[src/sv/srt_pkg.sv]
`timescale 1ns / 1ps
`default_nettype none
package srt_pkg;
   localparam int DEFAULT_TABLE_DEPTH = 64;
   localparam int DEFAULT_ID_BYTES = 8;
   localparam int DATE_W = 23;
   localparam int STATUS_W = 3;

   localparam logic [2:0] CMD_INSERT = 3'd0;
   localparam logic [2:0] CMD_DELETE = 3'd1;
   localparam logic [2:0] CMD_UPDATE = 3'd2;
   localparam logic [2:0] CMD_RANGE  = 3'd3;
   localparam logic [2:0] CMD_LIST   = 3'd4;

   localparam logic [2:0] RC_OK        = 3'd0;
   localparam logic [2:0] RC_INVALID   = 3'd1;
   localparam logic [2:0] RC_DUPLICATE = 3'd2;
   localparam logic [2:0] RC_NOT_FOUND = 3'd3;
   localparam logic [2:0] RC_FULL      = 3'd4;
   localparam logic [2:0] RC_BAD_RANGE = 3'd5;

   localparam logic [2:0] STATUS_MAX = 3'd4;

   // one record as held by a cell
   typedef struct packed {
      logic [63:0] id;
      logic [DATE_W-1:0] date;
      logic [STATUS_W-1:0] status;
   } rec_type;

   // broadcast control from the sequencer to every cell
   typedef struct packed {
      logic shift_up;     // cells above pos take their lower neighbour
      logic shift_down;   // cells at or above pos take their upper neighbour
      logic insert;       // cell at pos takes the new record
      logic out_shift;    // read chain moves one place toward cell 0
      logic load_out;     // read chain loads from the table
   } cell_ctl_type;

   // year / 100 by reciprocal multiplication, exact for any 14-bit year;
   // divisible by 400 when divisible by 100 with a quotient divisible by 4
   function automatic logic date_ok(input logic [13:0] y, input logic [6:0] m,
                                    input logic [6:0] d);
      logic [26:0] prod;
      logic [7:0] q100;
      logic [13:0] rem100;
      logic [4:0] lim;
      logic leap;
      begin
         prod = 27'(y) * 27'd5243;
         q100 = prod[26:19];
         rem100 = y - 14'(q100) * 14'd100;
         leap = ((y[1:0] == 2'b00) && (rem100 != 14'd0)) ||
                ((rem100 == 14'd0) && (q100[1:0] == 2'b00));
         unique case (m)
            7'd4, 7'd6, 7'd9, 7'd11: lim = 5'd30;
            7'd2: lim = leap ? 5'd29 : 5'd28;
            default: lim = 5'd31;
         endcase
         date_ok = (y <= 14'd9999) && (m >= 7'd1) && (m <= 7'd12) && (d >= 7'd1) &&
                   (d <= {2'b00, lim});
      end
   endfunction

   function automatic logic [DATE_W-1:0] pack_date(input logic [13:0] y,
                                                   input logic [6:0] m, input logic [6:0] d);
      pack_date = {y, m[3:0], d[4:0]};
   endfunction
endpackage
`default_nettype wire

[src/sv/srt_cell.sv]
`timescale 1ns / 1ps
`default_nettype none
module srt_cell (
   input  wire logic clock,
   input  wire srt_pkg::cell_ctl_type ctl,
   input  wire logic at_or_above,
   input  wire logic at_pos,
   input  wire srt_pkg::rec_type new_rec,
   input  wire srt_pkg::rec_type lower_rec,
   input  wire srt_pkg::rec_type upper_rec,
   input  wire srt_pkg::rec_type upper_out,
   output srt_pkg::rec_type rec,
   output srt_pkg::rec_type out_rec
);
   import srt_pkg::*;
   rec_type rec_ff, rec_in, out_ff, out_in;

   always_comb begin
      rec_in = rec_ff;
      if (ctl.insert && at_pos) begin
         rec_in = new_rec;
      end else if (ctl.shift_up && at_or_above && !at_pos) begin
         rec_in = lower_rec;
      end else if (ctl.shift_down && at_or_above) begin
         rec_in = upper_rec;
      end
      out_in = out_ff;
      if (ctl.load_out) begin
         out_in = rec_ff;
      end else if (ctl.out_shift) begin
         out_in = upper_out;
      end
   end

   always_ff @(posedge clock) begin
      rec_ff <= rec_in;
      out_ff <= out_in;
   end

   assign rec = rec_ff;
   assign out_rec = out_ff;
endmodule
`default_nettype wire

[config.mk]
export PLATFORM = sky130hd
export DESIGN_NAME = srt_cell
export DESIGN_NICKNAME = d
export VERILOG_FILES = /design/src/sv/srt_pkg.sv /design/src/sv/srt_cell.sv
export SDC_FILE = /design/constraint.sdc
export NUM_CORES = 1
export LEC_CHECK = 0
export BUFFER_PORTS_ARGS = -buffer_cell sky130_fd_sc_hd__buf_4
export CORE_AREA = 2 2 216 218
export DETAILED_ROUTE_END_ITERATION = 16
export DIE_AREA = 0 0 218 220
export GPL_TIMING_DRIVEN = 0
export HOLD_SLACK_MARGIN = 0.12
export PLACE_DENSITY = 0.49
export SLEW_MARGIN = 20
export SYNTH_ARGS = -nofsm -noshare
export SYNTH_HDL_FRONTEND = slang
export SYNTH_SLANG_ARGS = --single-unit
[constraint.sdc]
create_clock -name clock -period 5.1 [get_ports clock]
set_input_delay 0.255 -clock clock [delete_from_list [all_inputs] [get_ports clock]]
set_output_delay 0.255 -clock clock [all_outputs]
set_load 0.05 [all_outputs]
=== Word-level counts from Yosys, hierarchy flattened ===
Index checks and enable logic that the tools add are counted.

* Bits in writable memories: 0
* ROM bits: 0
* Word-level logic and storage cells: 18
* Memories kept: 0
* Latch bits: 0
* Register bits after elaboration: 180
* Input bits: 368
* Output and inout port bits: 180

* Add/sub/neg operators: 0
* Shift operators: 0
* Equality and inequality tests: 0
* Reductions and logical operators: 7
* Bitwise logic cells: 0
* Div/mod/pow operators: 0
* $lt $le $gt $ge: 0
* Multiplexer cells: 5
* Multiply operators: 0

{| class="wikitable"
|+ Operator list
! operator !! count
|-
| 2-to-1 mux 90 bit || 5
|-
| logical AND 1 bit || 4
|-
| nonzero test 3 bit || 1
|-
| nonzero test 2 bit || 1
|-
| zero test 1 bit || 1
|}

=== Logic depth before layout (Yosys ltp) ===
Gate-level depths: netlist of the first run.

* Depth in word-level cells: 4
* Depth in mapped cells: 5
* Mapped depth without buffers: 2

=== Least setup slack after synthesis of the first run ===
OpenSTA, ideal clock, no wires.

* Path kind: input to register
* Start point: input port ctl[4] in the netlist's numbering
* End point: register rec_ff, in the netlist rec[0] (enable)
* Stages on the path: 5
* Library setup time: 0.447 ns
* Setup slack: 1.888 ns
* Buffers on the path: 3
* Data arrival time: 2.765 ns
* Data required time: 4.653 ns
* Path through: buf_2 and3b_1 buf_6 buf_6 a211o_1

* Cells in the longest elaborated chain, start to end: 3

{| class="wikitable"
|+ Ends and longest elaborated chain
! item !! RTL line !! source
|-
| start, declared || srt_cell.sv:5 || <nowiki>input wire srt_pkg::cell_ctl_type ctl,</nowiki>
|-
| logical AND 1 bit (2 in series) || srt_cell.sv:22 || <nowiki>end else if (ctl.shift_up && at_or_above && !at_pos) begin</nowiki>
|-
| nonzero test 3 bit (no line) || - ||
|-
| end signal, assigned || srt_cell.sv:36 || <nowiki>rec_ff <= rec_in;</nowiki>
|-
| end, declared || srt_cell.sv:16 || <nowiki>rec_type rec_ff, rec_in, out_ff, out_in;</nowiki>
|}

No other way between the ends.
A chain may end at the register's enable or synchronous reset.

=== Worst setup path after layout of the first run ===
* Start point: input port ctl[4] in the netlist's numbering
* End point: register rec_ff, in the netlist rec[39] (enable)

Same word-level chain as after synthesis.

==> impl_metrics.toml, run 1 <==
[min_path]
hp-class = "in2reg"

[floorplan]
fp.dieW_um = 218
rows = 79
die_h_um = 220
start_util_pct = 21.7
die_area_sq_mm = 0.0480
ios = 548
coreArea_sq_mm = 0.0459

[critical_path]
worstPathMaxFanout = 46
cp_data_required_time_ps = 5280
start_kind = "input port"
critPathArrivalTime_ps = 2340
path_class = "in2reg"
endpoint_kind = "flop"

[global_routing]
first_global_vias = 10039
overflow = 0
grt_pass1_wl_um = 63500
grt_use_total_pct = 18.1
met2_usage_pct = 31.2
grtUsageMet3_pct = 3.80
grt_busiest_layer = "met2"
use_met1_pct = 22.0
antenna_found_initial = 2
grt_max_degree = 49

[yosys]
synthCells = 714
yosys-top-cells-count = "edfxtp_1 (180), inv_1 (90), mux2_2 (90), nand3_1 (90), nand4b_1 (90)"
synth_top_area_share_pct = 54.2
avgSynthCellArea_sq_um = 14.0
synth_most_common_cell = "edfxtp_1"
yosys_warnings = 0
synth.area.mux_share_pct = 10.2
synth_top_family_by_area = "compound AO/OA/AOI/OAI gates"
synth_top_area_cell = "edfxtp_1"
async_flop_share_pct = 0
synth_fa_ha_area_share_pct = 0
synth_seq_area_share_pct = 54.2
ys_top_cells_by_area = "edfxtp_1 (54%), o311ai_2 (15%), mux2_2 (10%)"
synth_edf_count = 180
ys.flop_type = "edfxtp_1"
synth_area_sq_mm = 0.00997
synth.distinct_cells = 15
synth_compound_area_share_pct = 14.7
synth_xor_area_share_pct = 0
yosys.area_share.simple_pct = 12.7
synth-seq-cells = 180
syn-num-nets = 1082

[clock_tree]
post_cts_resized = 0
cts_tree = "yes"
clk_pin_slew_ps = 70
clockBufferDepth = 2
numCtsBuffers = 17
clk-insertion-delay-late_ps = 510
cts_max_level = 4
clockRootBuffer = "clkbuf_16"
clock_sinks = 180

[timing]
slew_viol_final = 0
min_period_over_period_pct = 42.3
tns_ps = 0
skew_ps = 14.2
fin_crit_ps = 2160
grt_setup_unrepaired = "no"
worst_pin_slew_ps = 719
max_freq_mhz = 464
setup_slack_ps = 2940
finalSetupViolCount = 0
hold_viol = 0
max-slew-margin-rel_pct = 52.1

[detailed_routing]
postRouteAntennaNets = 0
drc_errors = 0
vias_per_cell = 4.48
wl_per_cell_um = 20.7
wirelength_um = 44700
first_pass_iters = 7
drt-initial-drc-count = 512
vias = 9685

[layout]
nFillCells = 4498
nets = 1907
syn_to_final_growth_pct = 82.1
drive_above_1_share_pct = 51.6

[placed_design]
portBuffers = 544
detailed_place_hpwl_um = 33100
pre_cts_ws_ps = 2380
place_congestion = 0.827

[pwr]
finalPower_mw = 5.42
ir_worst_vdd_mv = 0.196
leakage_nw = 7.52
powerDensity_mw_per_mm2 = 299

[job]
drv_cap = 0

[run_status]
status = "finished clean"
power by group:
part	total (mW)	switching, mW	internal [mW]
Combinational	1.90	1.12	0.780
Sequential	1.97	0.0976	1.88
Clock	1.55	0.680	0.874
repair_timing:
action | in CTS | in global routing
setup buffers | 0 | 0
hold endpoints to repair | 181 | 0
hold buffers | 259 | 0
state kept, by name, summed over array words and instances, names as in the netlist:
register and flops:
rec 90, out_rec 90
cells in the final DEF, fill, tap and decap left out:
cell | synthesis | layout
buf_16 | 0 | 3
buf_2 | 19 | 19
clkbuf_16 | 0 | 17
clkbuf_1 | 36 | 36
clkinv_2 | 0 | 3
nand4b_1 | 90 | 90
inv_1 | 90 | 90
mux2_2 | 90 | 90
clkinvlp_4 | 0 | 1
or2_4 | 0 | 1
o311ai_2 | 89 | 89
buf_4 | 0 | 544
o311ai_1 | 1 | 1
and2_4 | 1 | 1
dlygate4sd3_1 | 0 | 259
buf_6 | 21 | 21
bufinv_16 | 0 | 5
inv_6 | 0 | 5
diode_2 | 0 | 1
clkinv_4 | 0 | 1
a211o_4 | 0 | 1
and3b_1 | 1 | 1
edfxtp_1 | 180 | 180
nand3_1 | 90 | 90
buf_1 | 4 | 4
layer usage:
| layer | vias up | routed length (um) |
|---|---|---|
| li1 | 4467 | - |
| met1 | 4819 | 18500 |
| met2 | 347 | 23000 |
| met3 | 52 | 2180 |
| met4 | 0 | 1090 |
| met5 | - | 0 |
path summary, 6_finish.rpt:
check	startpoint	to	depth (start not counted)	slack [ps]
worst max-delay path	ctl[4]	rec[39]	6	2940
worst min-delay path	lower_rec[18]	rec[18]	3	150
worst max register to register	rec[8]	out_rec[8]	1	4070
worst min register to register	rec[89]	out_rec[89]	1	580
layout make-up:
cell class	count	area, sq um	area share [%]
timing repair buffer	806	6760	37.2
antenna	1	2.50	0.0138
buffer	80	482	2.65
clock inverter	15	225	1.24
multi-input combinational	364	3750	20.7
sequential	180	5410	29.8
inverter	90	338	1.86
tap	607	759	4.18
clock buffer	17	425	2.34
per-stage QoR:
step	cell area [sq um]	hold slack [ps]	utilization (%)	instances
after CTS	18100	121	39.6	2159
after global placement	14800	557	32.3	1865
after detailed placement	14900	561	32.5	1868
after floorplan	9970	475	-	714
after global routing	18100	148	39.6	2160
final	18100	150	39.6	2160
cells by family after synthesis:
family,after synthesis
AOI/OAI and AO/OA,91
buffers and inverters,170
DFF,180
muxes,90
and+or+nand+nor,183
critical path: stages:
cell and delay [ps]:
buf_2 390, and3b_1 240, buf_6 240, buf_6 220, a211o_4 560, buf_16 330
(Power assumes the default switching activity.)
==> run 2, diff against run 1 <==
==> constraint.sdc (replaced) <==
create_clock -name clock -period 2.1 [get_ports clock]
set_input_delay 0.105 -clock clock [delete_from_list [all_inputs] [get_ports clock]]
set_output_delay 0.105 -clock clock [all_outputs]
set_load 0.05 [all_outputs]
==> impl_metrics.toml, run 2 (synthesized netlist as in run 1, its figures left out) <==
[layout]
layout_common_cells = "buf_4 (544), dlygate4sd3_1 (272), edfxtp_1 (180)"
final_common_cell = "buf_4"
nFillCells = 4529
drive_above_1_share_pct = 50.9
nets = 1921
utilization_pct = 39.8
syn_to_final_growth_pct = 83.0
finalInstanceArea_sq_mm = 0.0182

[floorplan]
fp.dieW_um = 218
rows = 79
coreArea_sq_mm = 0.0459
start_util_pct = 21.7
die_h_um = 220
ios = 548
die_area_sq_mm = 0.0480

[timing]
min_period_over_period_pct = 93.3
skew_ps = 14.2
fin_crit_ps = 1960
worst_pin_slew_ps = 774
finalSetupViolCount = 0
hold_viol = 0
max_freq_mhz = 510
whs_ps = 271
max-slew-margin-rel_pct = 48.4
grt_setup_unrepaired = "no"
slew_viol_final = 0

[min_path]
min-delay-start = "ctl[0]"
hp-class = "in2reg"

[placed_design]
portBuffers = 544
place_congestion = 0.834
detailed_place_hpwl_um = 34300
placed_area_sq_mm = 0.0149

[clock_tree]
clk-insertion-delay-late_ps = 490
cts_max_level = 4
numCtsBuffers = 17
clockRootBuffer = "clkbuf_16"
clk_pin_slew_ps = 80
clockBufferDepth = 2
clock_sinks = 180
cts_tree = "yes"

[detailed_routing]
drt-initial-drc-count = 483
drc_errors = 0
wirelength_um = 46200
routed.top_layer = "met5"
wl_met3_um = 3310
route.met2.wl_um = 22900
vias_per_cell = 4.50
wl_met1_um = 19000
postRouteAntennaNets = 0
first_pass_iters = 5
wl_per_cell_um = 21.2
vias = 9786

[pwr]
powerDensity_mw_per_mm2 = 705
leakage_nw = 7.56
pwr-share-seq_pct = 37.3
combPwrFrac_pct = 36.4
ir_worst_vdd_mv = 0.488
clockPowerShare_pct = 26.3
p_sw_mw = 4.52
p_sw_share_pct = 35.2
p_int_mw = 8.34

[critical_path]
rr_startpoint = "rec[33]"
worstPathMaxFanout = 10
start_kind = "input port"
crit_path_start = "at_pos"
endpoint_kind = "flop"
critPathArrivalTime_ps = 2320
cp_data_required_time_ps = 2460
path_class = "in2reg"

[global_routing]
first_global_vias = 10326
grt_pass1_wl_um = 65700
grt_max_degree = 46
overflow = 0
antenna_found_initial = 4
grt_use_total_pct = 18.8

[job]
drv_cap = 0

[run_status]
status = "finished clean"
==> run 2: cell types whose count changed in the layout (fill, tap and decap cells not counted) <==
| cell | before | now |
|---|---|---|
| buf_16 | 3 | 4 |
| clkbuf_1 | 36 | 40 |
| dlygate4sd3_1 | 259 | 272 |
| bufinv_16 | 5 | 3 |
| diode_2 | 1 | 3 |
| clkinv_1 | 0 | 1 |
| clkinvlp_4 | 1 | 0 |
| inv_6 | 5 | 1 |
| clkinv_2 | 3 | 4 |
==> run 2: layout make-up <==
cell class / instances / area, sq um / share of cell area, %
clock inverters: 10 / 131 / 0.721
well taps: 607 / 759 / 4.17
plain buffers: 80 / 482 / 2.64
repair buffers: 820 / 6920 / 37.9
multi-input cells: 364 / 3750 / 20.6
flip-flops and latches: 180 / 5410 / 29.6
inverters: 90 / 338 / 1.85
clock buffers: 21 / 440 / 2.42
diodes: 3 / 7.51 / 0.0412
==> run 2: per-layer routing <==
metal / track usage [%] / up-vias
li1: - / 4501
met3: 5.33 / 52
met1: 22.9 / 4827
met5: 0 / -
met4: 6.35 / 2
met2: 31.7 / 404
==> run 2: final timing paths <==
kind	endpoint	slack, ps	cells after the start
min reg2reg	out_rec[80]	580	1
min	out_rec[89]	270	2
max	rec[22]	140	7
max reg2reg	out_rec[33]	1030	1
==> run 2: worst max-delay path, cell delays in order <==
cell	delay [ps]
buf_4	100
buf_6	200
buf_2	430
clkbuf_1	450
nand3_1	250
o311ai_2	150
dlygate4sd3_1	600
==> run 2: what timing repair did <==
item / in CTS / in global routing
endpoints found under the hold margin: 195 / 0
setup buffers: 0 / 0
resized for setup: 0 / 0
hold buffers: 272 / 0
setup endpoints to repair: 0 / 0
==> run 2: per-stage QoR <==
stage                     total power [mW]  setup TNS [ps]  worst slack [ps]  instances
after global placement                8.99         -163950             -1200       1865
after floorplan                       7.33               0              52.2        714
final                                 12.9               0               140       2175
after CTS                             13.0               0               157       2172
after global routing                  13.3               0              77.3       2172
after detailed placement              9.04           -5730             -90.4       1869
==> run 2: power groups by stage <==
stage | sequential (mW) | combinational, mW | clock [mW]
2_1_floorplan | 6.47 | 0.854 | 0
3_3_place_gp | 4.87 | 4.12 | 0
3_5_place_dp | 4.87 | 4.17 | 0
4_1_cts | 4.79 | 4.69 | 3.52
5_1_grt | 4.84 | 4.89 | 3.61
6_report | 4.79 | 4.68 | 3.39
